`config.mk`:
```
export PLATFORM = sky130hd
export DESIGN_NAME = ppag_gamma
export DESIGN_NICKNAME = d
export VERILOG_FILES = /design/src/rtl/core/ppag_pkg.sv /design/src/rtl/core/ppag_gamma.sv
export SDC_FILE = /design/constraint.sdc
export NUM_CORES = 1
export LEC_CHECK = 0
export BUFFER_PORTS_ARGS = -buffer_cell sky130_fd_sc_hd__clkbuf_2
export CAP_MARGIN = 10
export CORE_MARGIN = 2
export CORE_UTILIZATION = 50
export CTS_BUF_LIST = sky130_fd_sc_hd__clkbuf_8
export DETAILED_ROUTE_END_ITERATION = 10
export GPL_TIMING_DRIVEN = 0
export PLACE_DENSITY = 0.79
export SYNTH_ARGS = -nofsm -noshare
export SYNTH_HDL_FRONTEND = slang
export SYNTH_SLANG_ARGS = --single-unit
```
`constraint.sdc`:
```
create_clock -name clk -period 6.9 [get_ports clk]
set_input_delay 1.035 -clock clk [delete_from_list [all_inputs] [get_ports clk]]
set_output_delay 1.035 -clock clk [all_outputs]
set_load 0.05 [all_outputs]
```
`src/rtl/core/ppag_pkg.sv`:
```
// ppag_pkg: shared widths, constants and payload types for the pixel
// accumulation and gamma pack core. No dependencies.
// Used by every module under rtl/core.
package ppag_pkg;

  // field widths
  localparam int ROW_W    = 10;
  localparam int COL_W    = 10;
  localparam int SAMPLE_W = 12;
  localparam int WIDTH_W  = 11;
  localparam int COLOUR_W = 16;
  localparam int INDEX_W  = 16;
  localparam int WORD_W   = 32;
  localparam int BYTE_W   = 8;
  localparam int CHANNELS = 3;

  // store address width; the store holds 2**PIXEL_ADDR_W pixels
  localparam int PIXEL_ADDR_W = 16;

  // colour format and gamma scaling
  localparam int COLOUR_FRACTION_BITS = 12;
  localparam int SCALE_SHIFT = COLOUR_W - COLOUR_FRACTION_BITS;
  localparam int SCALED_W    = COLOUR_W + BYTE_W;

  // running mean arithmetic: (old * s + new) / (s + 1)
  localparam int DIVISOR_W  = SAMPLE_W + 1;
  localparam int DIVIDEND_W = COLOUR_W + SAMPLE_W;
  localparam int REM_W      = DIVISOR_W;

  // constants
  localparam logic [WIDTH_W-1:0] WIDTH_RESET = WIDTH_W'(256);
  localparam logic [BYTE_W-1:0]  ALPHA       = 8'hFF;
  localparam logic [BYTE_W-1:0]  BYTE_MAX    = 8'hFF;

  // channel order inside a packed colour: red high, blue low
  localparam int CH_BLUE  = 0;
  localparam int CH_GREEN = 1;
  localparam int CH_RED   = 2;

  typedef logic [CHANNELS-1:0][COLOUR_W-1:0]   rgb_t;
  typedef logic [CHANNELS-1:0][DIVIDEND_W-1:0] dividend_t;

endpackage

```
`src/rtl/core/ppag_gamma.sv`:
```
// ppag_gamma: gamma 2 (integer square root), saturation and ARGB8888 packing.
// Depends on ppag_pkg. Two register stages, four root bits per stage;
// the packed word is registered at the output.
module ppag_gamma (
  input  logic                         clk,
  input  ppag_pkg::rgb_t               colour,
  output logic [ppag_pkg::WORD_W-1:0]  argb_word
);

  localparam int SQ_REM_W = 11;
  localparam int HALF_W   = ppag_pkg::COLOUR_W / 2;
  localparam int PAIRS    = HALF_W / 2;

  typedef struct packed {
    logic [SQ_REM_W-1:0]         rem;
    logic [ppag_pkg::BYTE_W-1:0] root;
  } sq_t;

  // one digit of the bitwise square root
  function automatic sq_t sq_step(sq_t x, logic [1:0] pair);
    logic [SQ_REM_W-1:0] cand;
    logic [SQ_REM_W-1:0] trial;
    sq_t                 y;
    cand  = SQ_REM_W'({x.rem, pair});
    trial = SQ_REM_W'({x.root, 2'b01});
    if (cand >= trial) begin
      y.rem  = cand - trial;
      y.root = {x.root[ppag_pkg::BYTE_W-2:0], 1'b1};
    end else begin
      y.rem  = cand;
      y.root = {x.root[ppag_pkg::BYTE_W-2:0], 1'b0};
    end
    return y;
  endfunction

  sq_t                 hi_nx  [ppag_pkg::CHANNELS];
  sq_t                 hi_q   [ppag_pkg::CHANNELS];
  logic [HALF_W-1:0]   low_nx [ppag_pkg::CHANNELS];
  logic [HALF_W-1:0]   low_q  [ppag_pkg::CHANNELS];
  logic [ppag_pkg::CHANNELS-1:0] sat_nx;
  logic [ppag_pkg::CHANNELS-1:0] sat_q;
  logic [ppag_pkg::CHANNELS-1:0][ppag_pkg::BYTE_W-1:0] bytes;

  // first half: scale, detect saturation, upper root bits
  always_comb begin
    logic [ppag_pkg::SCALED_W-1:0] scaled;
    sq_t                           s;
    for (int ch = 0; ch < ppag_pkg::CHANNELS; ch++) begin
      scaled     = ppag_pkg::SCALED_W'(colour[ch]) << ppag_pkg::SCALE_SHIFT;
      sat_nx[ch] = |scaled[ppag_pkg::SCALED_W-1:ppag_pkg::COLOUR_W];
      s          = '0;
      for (int i = 0; i < PAIRS; i++) begin
        s = sq_step(s, scaled[ppag_pkg::COLOUR_W-1-2*i -: 2]);
      end
      hi_nx[ch]  = s;
      low_nx[ch] = scaled[HALF_W-1:0];
    end
  end

  always_ff @(posedge clk) begin
    hi_q  <= hi_nx;
    low_q <= low_nx;
    sat_q <= sat_nx;
  end

  // second half: lower root bits and clamp
  always_comb begin
    sq_t s;
    for (int ch = 0; ch < ppag_pkg::CHANNELS; ch++) begin
      s = hi_q[ch];
      for (int i = 0; i < PAIRS; i++) begin
        s = sq_step(s, low_q[ch][HALF_W-1-2*i -: 2]);
      end
      bytes[ch] = sat_q[ch] ? ppag_pkg::BYTE_MAX : s.root;
    end
  end

  // pack alpha, red, green, blue
  always_ff @(posedge clk) begin
    argb_word <= {ppag_pkg::ALPHA, bytes[ppag_pkg::CH_RED], bytes[ppag_pkg::CH_GREEN],
                  bytes[ppag_pkg::CH_BLUE]};
  end

endmodule

```
==> key figures <==
STA
  • Fin worst setup slack: 0.217 ns
  • Min Tclk post-route: 6.68 ns
  • Setup_tns: 0 ns
  • Worst Clk Skew: 0.0115 ns
  • Worst relative slew slack: 34.1%
  • Number of setup violations in the final report: 0
  • Fmax: 0.150 GHz
  • Slew Limit Fails: 0
  • Worst-Margin Slew: 0.976 ns
  • Hold Vio Cnt, Final: 0
  • Post-route clock period utilization: 96.9%

Setup path
  • WS Path Type: reg -> reg
  • WP data required: 7.13 ns
  • CP endpoint kind: register
  • Slowest Stage Delay on Critical Path: 0.42 ns
  • Crit Path Max Fanout: 10
  • Buf/Inv on CP: 4
  • Most frequent CP cell: a21oi_2
  • CP top delay family: compound AO/OA/AOI/OAI gates
  • CP max stage cell: or4_1
  • Crit path DAT: 6.91 ns
  • CP startpoint kind: register

Layout
  • Layout cells sized above 1: 21.1%
  • Nets@finish: 1,278
  • Fill cell count: 1,429
  • Antenna fix cells: 0
  • Most common cell after layout, fill and taps aside: ha_1
  • Highest-count cells in the layout ignoring fill and taps: 96 x ha_1, 81 x inv_1, 71 x dfxtp_1
  • P&R area growth vs syn: 15.8%
  • Final instance area: 9370 µm²

Synthesis
  • Netlist cell types: 84
  • Most used DFF post-synth: dfxtp_1
  • Cell taking the most area after synthesis: dfxtp_1
  • Fraction of registers with async set/reset: 0%
  • Share of the synthesized area in the top cell type: 19.3%
  • Seq cells post-synth: 78
  • Total number of yosys warnings: 0
  • Post-Syn Area: 8090 µm²
  • Synth Instances: 1,017
  • Register area share after synthesis: 19.3%
  • Avg Cell Area, Syn: 7.95 µm²
  • EDFF count, synth: 0
  • Top cells by area, synth: dfxtp_1 19%, ha_1 17%, xnor2_1 6.2%

Pwr
  • Static Leak: 4.29 nW
  • Final Total Pwr: 3.99 mW
  • PD cells: 426 nW/µm²
  • IR drop worst, VDD: 203 µV

Placement
  • Dpl ws: -0.830 ns
  • DP HPWL: 14,600 µm
  • Port Buf Inserts: 69
  • GP Congestion: 0.924
  • Dpl cell area: 8730 µm²

Clock network
  • CTS sink cnt: 78
  • Hold_buf cts: 0
  • Clock latency on the worst-skew pair: 0.36 ns
  • CTS Buf Count: 9
  • Root Driver: clkbuf_8
  • CTS tree: yes
  • CTS H-tree lvls: 3
  • Clock buffer depth: 2
  • Reg clk slew, reported paths: 0.09 ns

Global route
  • First-pass GRT wire length: 31,900 µm
  • Pin count of the biggest net entering global routing: 16
  • GRT Util Overall: 21.5%
  • Vias in the first global route: 6,931
  • Initial antenna violation count: 0
  • Remaining global-route overflow: 0

Detailed routing
  • Wire per inst: 14.2 µm
  • Antenna Violating Nets Remaining: 0
  • Drt drc: 0
  • WL final: 19,000 µm
  • Vias per cell: 5.63
  • Iter 0 DRT Violations: 483
  • Drt pass-1 iters: 6
  • Vias: 7,515

Outcome
  • Status: finished, final reports clean

Run
  • Maxcap violations: 0

Die
  • I/O Pins: 81
  • Starting Density: 51.1%
  • Die Footprint: 17,200 µm²
  • Die H: 131 µm
  • Core Area: 15,800 µm²
  • Num rows: 46
  • Die Width: 131 µm

Hold path
  • Hold crit path type: reg -> reg
==> per-stage QoR <==
step / utilization [%] / instances / hold slack, ns
final: 59.2 / 1336 / 0.447
after global routing: 59.2 / 1336 / 0.460
after CTS: 57.6 / 1327 / 0.449
after detailed placement: 55.2 / 1309 / 0.427
after global placement: 55.2 / 1309 / 0.427
after floorplan: - / 1024 / 0.417
==> power breakdown <==
group          internal, mW  total, mW  switching, mW  leakage, nW
combinational          1.40       3.01           1.61         3.54
sequential            0.542      0.622         0.0799        0.647
clock                 0.172      0.359          0.187        0.101
==> state kept, by name, summed over array words and instances, names as in the netlist <==
| name | count |
|---|---|
| hi_q | 39 |
| argb_word | 24 |
| low_q | 12 |
| sat_q | 3 |
==> per-layer routing <==
layer  track usage, %  part of all wire [%]  wire length (µm)  up-vias
met5                0                     0                 0        -
met4             5.62                   2.1               404        0
met3             2.97                   4.6               884       42
met2             36.7                    46              8820      198
met1             28.5                    47              8920     3448
li1                 -                     -                 -     3827
==> path summary, 6_finish.rpt <==
check                  end  slack (ns)     start  cells past startpoint
min reg2reg  argb_word[13]        0.45  hi_q[20]                      1
min          argb_word[13]        0.45  hi_q[20]                      1
max           argb_word[8]        0.22  hi_q[22]                     31
max reg2reg   argb_word[8]        0.22  hi_q[22]                     31
==> synth_stat cells, types with 9 or more instances <==
master    count
ha_1        111
inv_1        90
dfxtp_1      78
a21oi_1      76
nor2_1       71
nand2_1      60
o21ai_0      57
xnor2_1      57
xor2_1       34
nor3_1       26
nand3_1      24
or2_2        24
a21o_1       20
nor2b_1      20
o21bai_1     15
a211oi_1     14
clkbuf_1     13
mux2_2       13
or3_1        13
nand2b_1     12
o21a_1       11
mux2i_1      10
nand4_1      10
o31ai_1      10
buf_4         9
==> final cells by class <==
cell class / instances / area (µm²) / share of cell area, %
repair buffers: 82 / 443 / 4.73
well taps: 216 / 270 / 2.89
clock inverters: 7 / 77.6 / 0.828
inverters: 90 / 348 / 3.71
multi-input cells: 826 / 6350 / 67.8
clock buffers: 9 / 124 / 1.32
flip-flops and latches: 78 / 1570 / 16.8
plain buffers: 28 / 184 / 1.96
==> repair_timing <==
item | CTS | global route
buffers inserted | 4 | 9
endpoints found under the setup margin | 3 | 3
cloned | 0 | 0
pin swaps | 5 | 11
resized for setup | 33 | 55
==> logic make-up after synthesis <==
| logic type | after synthesis | synth area share (%) |
|---|---|---|
| adders and majority gates | 114 | 17.9 |
| DFF | 78 | 19.3 |
| other | 1 | 0.0464 |
| and+or+nand+nor | 312 | 20.4 |
| buffers and inverters | 120 | 6.30 |
| xor gates and xnor gates | 91 | 9.85 |
| muxes | 25 | 3.37 |
| AOI/OAI and AO/OA | 276 | 22.8 |
(Power assumes the default switching activity.)
