--- config.mk ---
export PLATFORM = sky130hd
export DESIGN_NAME = ppag_divider
export DESIGN_NICKNAME = d
export VERILOG_FILES = /design/src/rtl/core/ppag_pkg.sv /design/src/rtl/core/ppag_divider.sv
export SDC_FILE = /design/constraint.sdc
export NUM_CORES = 2
export LEC_CHECK = 0
export BUFFER_PORTS_ARGS = -buffer_cell sky130_fd_sc_hd__buf_2
export CORE_MARGIN = 4
export CORE_UTILIZATION = 65
export CTS_CLUSTER_DIAMETER = 30
export DETAILED_ROUTE_END_ITERATION = 12
export GPL_TIMING_DRIVEN = 0
export PLACE_DENSITY_LB_ADDON = 0.2
export SLEW_MARGIN = 10
export SYNTH_ARGS = -nofsm -noshare
export SYNTH_HDL_FRONTEND = slang
export SYNTH_SLANG_ARGS = --single-unit
--- constraint.sdc ---
create_clock -name clk -period 14.8 [get_ports clk]
set_input_delay 2.22 -clock clk [delete_from_list [all_inputs] [get_ports clk]]
set_output_delay 2.22 -clock clk [all_outputs]
set_load 0.05 [all_outputs]
--- src/rtl/core/ppag_pkg.sv ---
// ppag_pkg: shared widths, constants and payload types for the pixel
// accumulation and gamma pack core. No dependencies.
// Used by every module under rtl/core.
package ppag_pkg;

  // field widths
  localparam int ROW_W    = 10;
  localparam int COL_W    = 10;
  localparam int SAMPLE_W = 12;
  localparam int WIDTH_W  = 11;
  localparam int COLOUR_W = 16;
  localparam int INDEX_W  = 16;
  localparam int WORD_W   = 32;
  localparam int BYTE_W   = 8;
  localparam int CHANNELS = 3;

  // store address width; the store holds 2**PIXEL_ADDR_W pixels
  localparam int PIXEL_ADDR_W = 16;

  // colour format and gamma scaling
  localparam int COLOUR_FRACTION_BITS = 12;
  localparam int SCALE_SHIFT = COLOUR_W - COLOUR_FRACTION_BITS;
  localparam int SCALED_W    = COLOUR_W + BYTE_W;

  // running mean arithmetic: (old * s + new) / (s + 1)
  localparam int DIVISOR_W  = SAMPLE_W + 1;
  localparam int DIVIDEND_W = COLOUR_W + SAMPLE_W;
  localparam int REM_W      = DIVISOR_W;

  // constants
  localparam logic [WIDTH_W-1:0] WIDTH_RESET = WIDTH_W'(256);
  localparam logic [BYTE_W-1:0]  ALPHA       = 8'hFF;
  localparam logic [BYTE_W-1:0]  BYTE_MAX    = 8'hFF;

  // channel order inside a packed colour: red high, blue low
  localparam int CH_BLUE  = 0;
  localparam int CH_GREEN = 1;
  localparam int CH_RED   = 2;

  typedef logic [CHANNELS-1:0][COLOUR_W-1:0]   rgb_t;
  typedef logic [CHANNELS-1:0][DIVIDEND_W-1:0] dividend_t;

endpackage

--- src/rtl/core/ppag_divider.sv ---
// ppag_divider: pipelined restoring divider for the three colour channels.
// Depends on ppag_pkg. Four register stages, four quotient bits per stage;
// the quotient is known to fit in COLOUR_W bits.
module ppag_divider (
  input  logic                              clk,
  input  ppag_pkg::dividend_t               dividend,
  input  logic [ppag_pkg::DIVISOR_W-1:0]    divisor,
  output ppag_pkg::rgb_t                    quotient
);

  localparam int STAGES = 4;
  localparam int STEPS  = ppag_pkg::COLOUR_W / STAGES;

  typedef struct packed {
    logic [ppag_pkg::REM_W-1:0]    rem;
    logic [ppag_pkg::COLOUR_W-1:0] work;
  } lane_t;

  // one restoring step: shift in a dividend bit, shift out a quotient bit
  function automatic lane_t div_step(lane_t x, logic [ppag_pkg::DIVISOR_W-1:0] d);
    logic [ppag_pkg::REM_W:0] cand;
    logic [ppag_pkg::REM_W:0] dext;
    logic                     qbit;
    lane_t                    y;
    cand = {x.rem, x.work[ppag_pkg::COLOUR_W-1]};
    dext = {1'b0, d};
    qbit = (cand >= dext);
    if (qbit) begin
      y.rem = ppag_pkg::REM_W'(cand - dext);
    end else begin
      y.rem = cand[ppag_pkg::REM_W-1:0];
    end
    y.work = {x.work[ppag_pkg::COLOUR_W-2:0], qbit};
    return y;
  endfunction

  lane_t                          lane_in [STAGES][ppag_pkg::CHANNELS];
  lane_t                          lane_nx [STAGES][ppag_pkg::CHANNELS];
  lane_t                          lane_q  [STAGES][ppag_pkg::CHANNELS];
  logic [ppag_pkg::DIVISOR_W-1:0] div_in  [STAGES];
  logic [ppag_pkg::DIVISOR_W-1:0] div_q   [STAGES];

  // stage inputs: first stage splits the dividend, later ones take the previous stage
  always_comb begin
    for (int ch = 0; ch < ppag_pkg::CHANNELS; ch++) begin
      lane_in[0][ch].rem  =
        ppag_pkg::REM_W'(dividend[ch][ppag_pkg::DIVIDEND_W-1:ppag_pkg::COLOUR_W]);
      lane_in[0][ch].work = dividend[ch][ppag_pkg::COLOUR_W-1:0];
      for (int st = 1; st < STAGES; st++) begin
        lane_in[st][ch] = lane_q[st-1][ch];
      end
    end
    div_in[0] = divisor;
    for (int st = 1; st < STAGES; st++) begin
      div_in[st] = div_q[st-1];
    end
  end

  // steps of each stage
  always_comb begin
    lane_t t;
    for (int st = 0; st < STAGES; st++) begin
      for (int ch = 0; ch < ppag_pkg::CHANNELS; ch++) begin
        t = lane_in[st][ch];
        for (int k = 0; k < STEPS; k++) begin
          t = div_step(t, div_in[st]);
        end
        lane_nx[st][ch] = t;
      end
    end
  end

  // stage registers
  always_ff @(posedge clk) begin
    lane_q <= lane_nx;
    div_q  <= div_in;
  end

  always_comb begin
    for (int ch = 0; ch < ppag_pkg::CHANNELS; ch++) begin
      quotient[ch] = lane_q[STAGES-1][ch].work;
    end
  end

endmodule

==> results_dict.tcl <==
set metrics [dict create \
    die_w_microns 258.1 \
    cts_max_path_buffers 3 \
    syn_inst 4994 \
    drt-total-wl_microns 115900 \
    drive_above_1_share 0.1133 \
    tightest_slew_ns 1.143 \
    reg2reg_from "div_in[14]$_DFF_P_" \
    antenna_found_initial 1 \
    ant_nets 0 \
    cp_top_family "compound AO/OA/AOI/OAI gates" \
    setup_viol 0 \
    path_class "in -> reg" \
    hold_path.class "reg -> reg" \
    worst-path-buf-inv 11 \
    hold_depth 0 \
    nNetsFinal 5996 \
    cap_violations 0 \
    clock_sinks 348 \
    crit_fanout 11 \
    io_buffers 145 \
    max_stage_delay_ns 0.48 \
    yosysUniqueCellTypes 86 \
    final_hold_viol_count 0 \
    viasPerCell 6.279 \
    period_share 0.9484 \
    final_common_cell "ha_1" \
    grt_overflow 0 \
    synth_edf_count 0 \
    insertion_delay_ns 0.64 \
    hold_buffers 0 \
    layout_common_cells "624 x ha_1, 403 x a21oi_1, 353 x nor2_1, 347 x dfxtp_1, 335 x inv_1" \
    vias 38510 \
    final.min_clock_period_ns 14.04 \
    dieHeight_microns 258.1 \
    async_reset_ff_frac 0 \
    numCtsBuffers 80 \
    wire_per_inst_microns 18.90 \
    worstPathRequired_ns 15.30 \
    r2r_end "lane_in[27]$_DFF_P_" \
    fmax_ghz 0.07125 \
    initial_core_util 0.6577 \
    clk_pin_slew_ns 0.04 \
    synth-seq-cells 348 \
    outcome "completed" \
    io_pins 146 \
    syn_nets 5761 \
    die_area_sq_mm 0.06662 \
    min_to "quotient[8]$_DFF_P_" \
    grt_pass1_vias 36620 \
    timing.reg2reg.setup_slack_ns 1.11 \
    cts-root-buf "clkbuf_16" \
    crit_arrival_ns 14.54 \
    drt_pass1_iterations 6 \
    skew_ns 0.03349 \
    netlist_area_sq_mm 0.04066 \
    hp-start "lane_in[62]$_DFF_P_" \
    startpoint_type "primary input" \
    ys_seq_area_frac 0.1713 \
    ys_warn_count 0 \
    drc 0 \
    track_usage 0.3326 \
    maxSlewViolCount 0 \
    critPathSlowestCell "a211oi_1" \
    grt_max_degree 17 \
    htree_levels 3 \
    core.rowCount 91 \
    crit_top_cell "clkbuf_1" \
    slew_headroom 0.2371 \
    final.setup.tns_ns 0 \
    grt_pass1_wl_microns 184200 \
    r2r.worst_path.cells 43 \
    synth_flop_cell "dfxtp_1" \
    drtIter0Drc 2931 \
    avgSynthCellArea_sq_um 8.142 \
    hold_slack_ns 0.3161 \
    core_sq_mm 0.06183 \
    cts_tree "done" \
    crit_path_end_kind "flip-flop" \
    post-route-util 0.7339 \
    gp_congestion 0.9639 \
    syn_to_final_growth_pct 11.58 \
    dpl.hpwl_microns 88050 \
]
## logic make-up (layout without fill, tap and decap cells)
| kind of cell | Yosys count | after routing | share of synthesized area |
|---|---|---|---|
| compound gates | 1419 | 1419 | 0.2293 |
| buf+inv | 427 | 729 | 0.04019 |
| simple gates | 1401 | 1401 | 0.1695 |
| flops | 348 | 348 | 0.1713 |
| xor+xnor | 408 | 408 | 0.08788 |
| fa+ha+maj | 669 | 669 | 0.2142 |
| mux | 322 | 322 | 0.08763 |
| other cells | 0 | 1 | 0 |
## worst reg2reg max path, delay by kind of cell (launching register included)
family / cells / cell delay (ns)
AOI/OAI and AO/OA: 22 / 5.95
and+or+nand+nor: 6 / 1.13
muxes: 4 / 1.87
adders and majority gates: 4 / 1.68
DFF: 1 / 0.72
buffers and inverters: 7 / 2.21
## metal layers
metal | wire length [microns] | share of wire | global-route usage | up-vias
met5 | 0 | 0 | 0 | -
met4 | 5356 | 0.046 | 0.1472 | 0
met3 | 8248 | 0.071 | 0.05198 | 338
met2 | 53020 | 0.46 | 0.5557 | 1445
met1 | 49280 | 0.43 | 0.4252 | 17830
li1 | - | - | - | 18900
## metrics by stage
| stage | worst slack (ns) | cells | area, sq um |
|---|---|---|---|
| after floorplan | 2.709 | 4994 | 40660 |
| after global placement | -0.4100 | 5976 | 42440 |
| after detailed placement | -0.5872 | 5976 | 42440 |
| after CTS | 0.04328 | 6125 | 45290 |
| after global routing | -0.07027 | 6133 | 45370 |
| final | 0.7643 | 6134 | 45370 |
## worst max-delay path by stage
| stage | start | to | slack [ns] | cells after the start |
|---|---|---|---|---|
| 6_report | divisor[1] | lane_in[255]$_DFF_P_ | 0.76 | 46 |
| 5_1_grt | divisor[1] | lane_in[229]$_DFF_P_ | -0.07 | 46 |
| 4_1_cts | divisor[1] | lane_in[229]$_DFF_P_ | 0.04 | 45 |
| 3_5_place_dp | divisor[1] | lane_in[229]$_DFF_P_ | -0.59 | 45 |
| 3_3_place_gp | divisor[1] | lane_in[222]$_DFF_P_ | -0.41 | 45 |
| 2_1_floorplan | divisor[1] | lane_in[223]$_DFF_P_ | 2.71 | 44 |
## layout make-up
cell class	instances	area, sq um
Multi-Input combinational cell	4219	32070
Fill cell	4791	16450
Sequential cell	348	6968
Clock buffer	92	2127
Inverter	343	1295
Tap cell	837	1047
Timing Repair Buffer	153	785.8
Clock inverter	57	730.7
Buffer	84	351.6
Antenna cell	1	2.502
## sequential cells by signal, summed over array words and instances, names as in the netlist
name,cells
div_in,39
lane_in,261
quotient,48
## Yosys cell counts (27+ instances only)
master / instances / share of area
a221o_1: 33 / 0.0081
nor3_1: 119 / 0.015
mux2i_1: 100 / 0.025
nand2_1: 325 / 0.030
clkbuf_1: 62 / 0.0057
and2_1: 28 / 0.0043
a211oi_1: 50 / 0.0092
o21a_1: 111 / 0.020
xor2_1: 140 / 0.030
or3_1: 50 / 0.0077
o31ai_1: 37 / 0.0068
a21o_1: 140 / 0.026
ha_1: 624 / 0.19
mux2_2: 205 / 0.057
nand3_1: 100 / 0.012
xnor2_1: 268 / 0.058
fa_1: 45 / 0.022
nand2b_1: 77 / 0.012
and3_1: 40 / 0.0062
nor2b_1: 109 / 0.017
a21oi_1: 403 / 0.050
inv_1: 337 / 0.031
nor4_1: 27 / 0.0042
o21ai_0: 298 / 0.037
a31oi_1: 30 / 0.0046
or2_2: 33 / 0.0051
nand4_1: 90 / 0.014
nor2_1: 353 / 0.033
o21bai_1: 33 / 0.0061
dfxtp_1: 348 / 0.17
o221ai_1: 36 / 0.0078
o211ai_1: 29 / 0.0054
## what timing repair did
item                       4_1_cts  5_1_grt
hold endpoints to repair         0        0
gates resized for setup          0       11
buffers inserted                 0        8
setup endpoints to repair        0       57
Power is left out: the tool's default activity adds up to more than one toggle a clock period on the data nets, which glitch-free logic cannot reach.
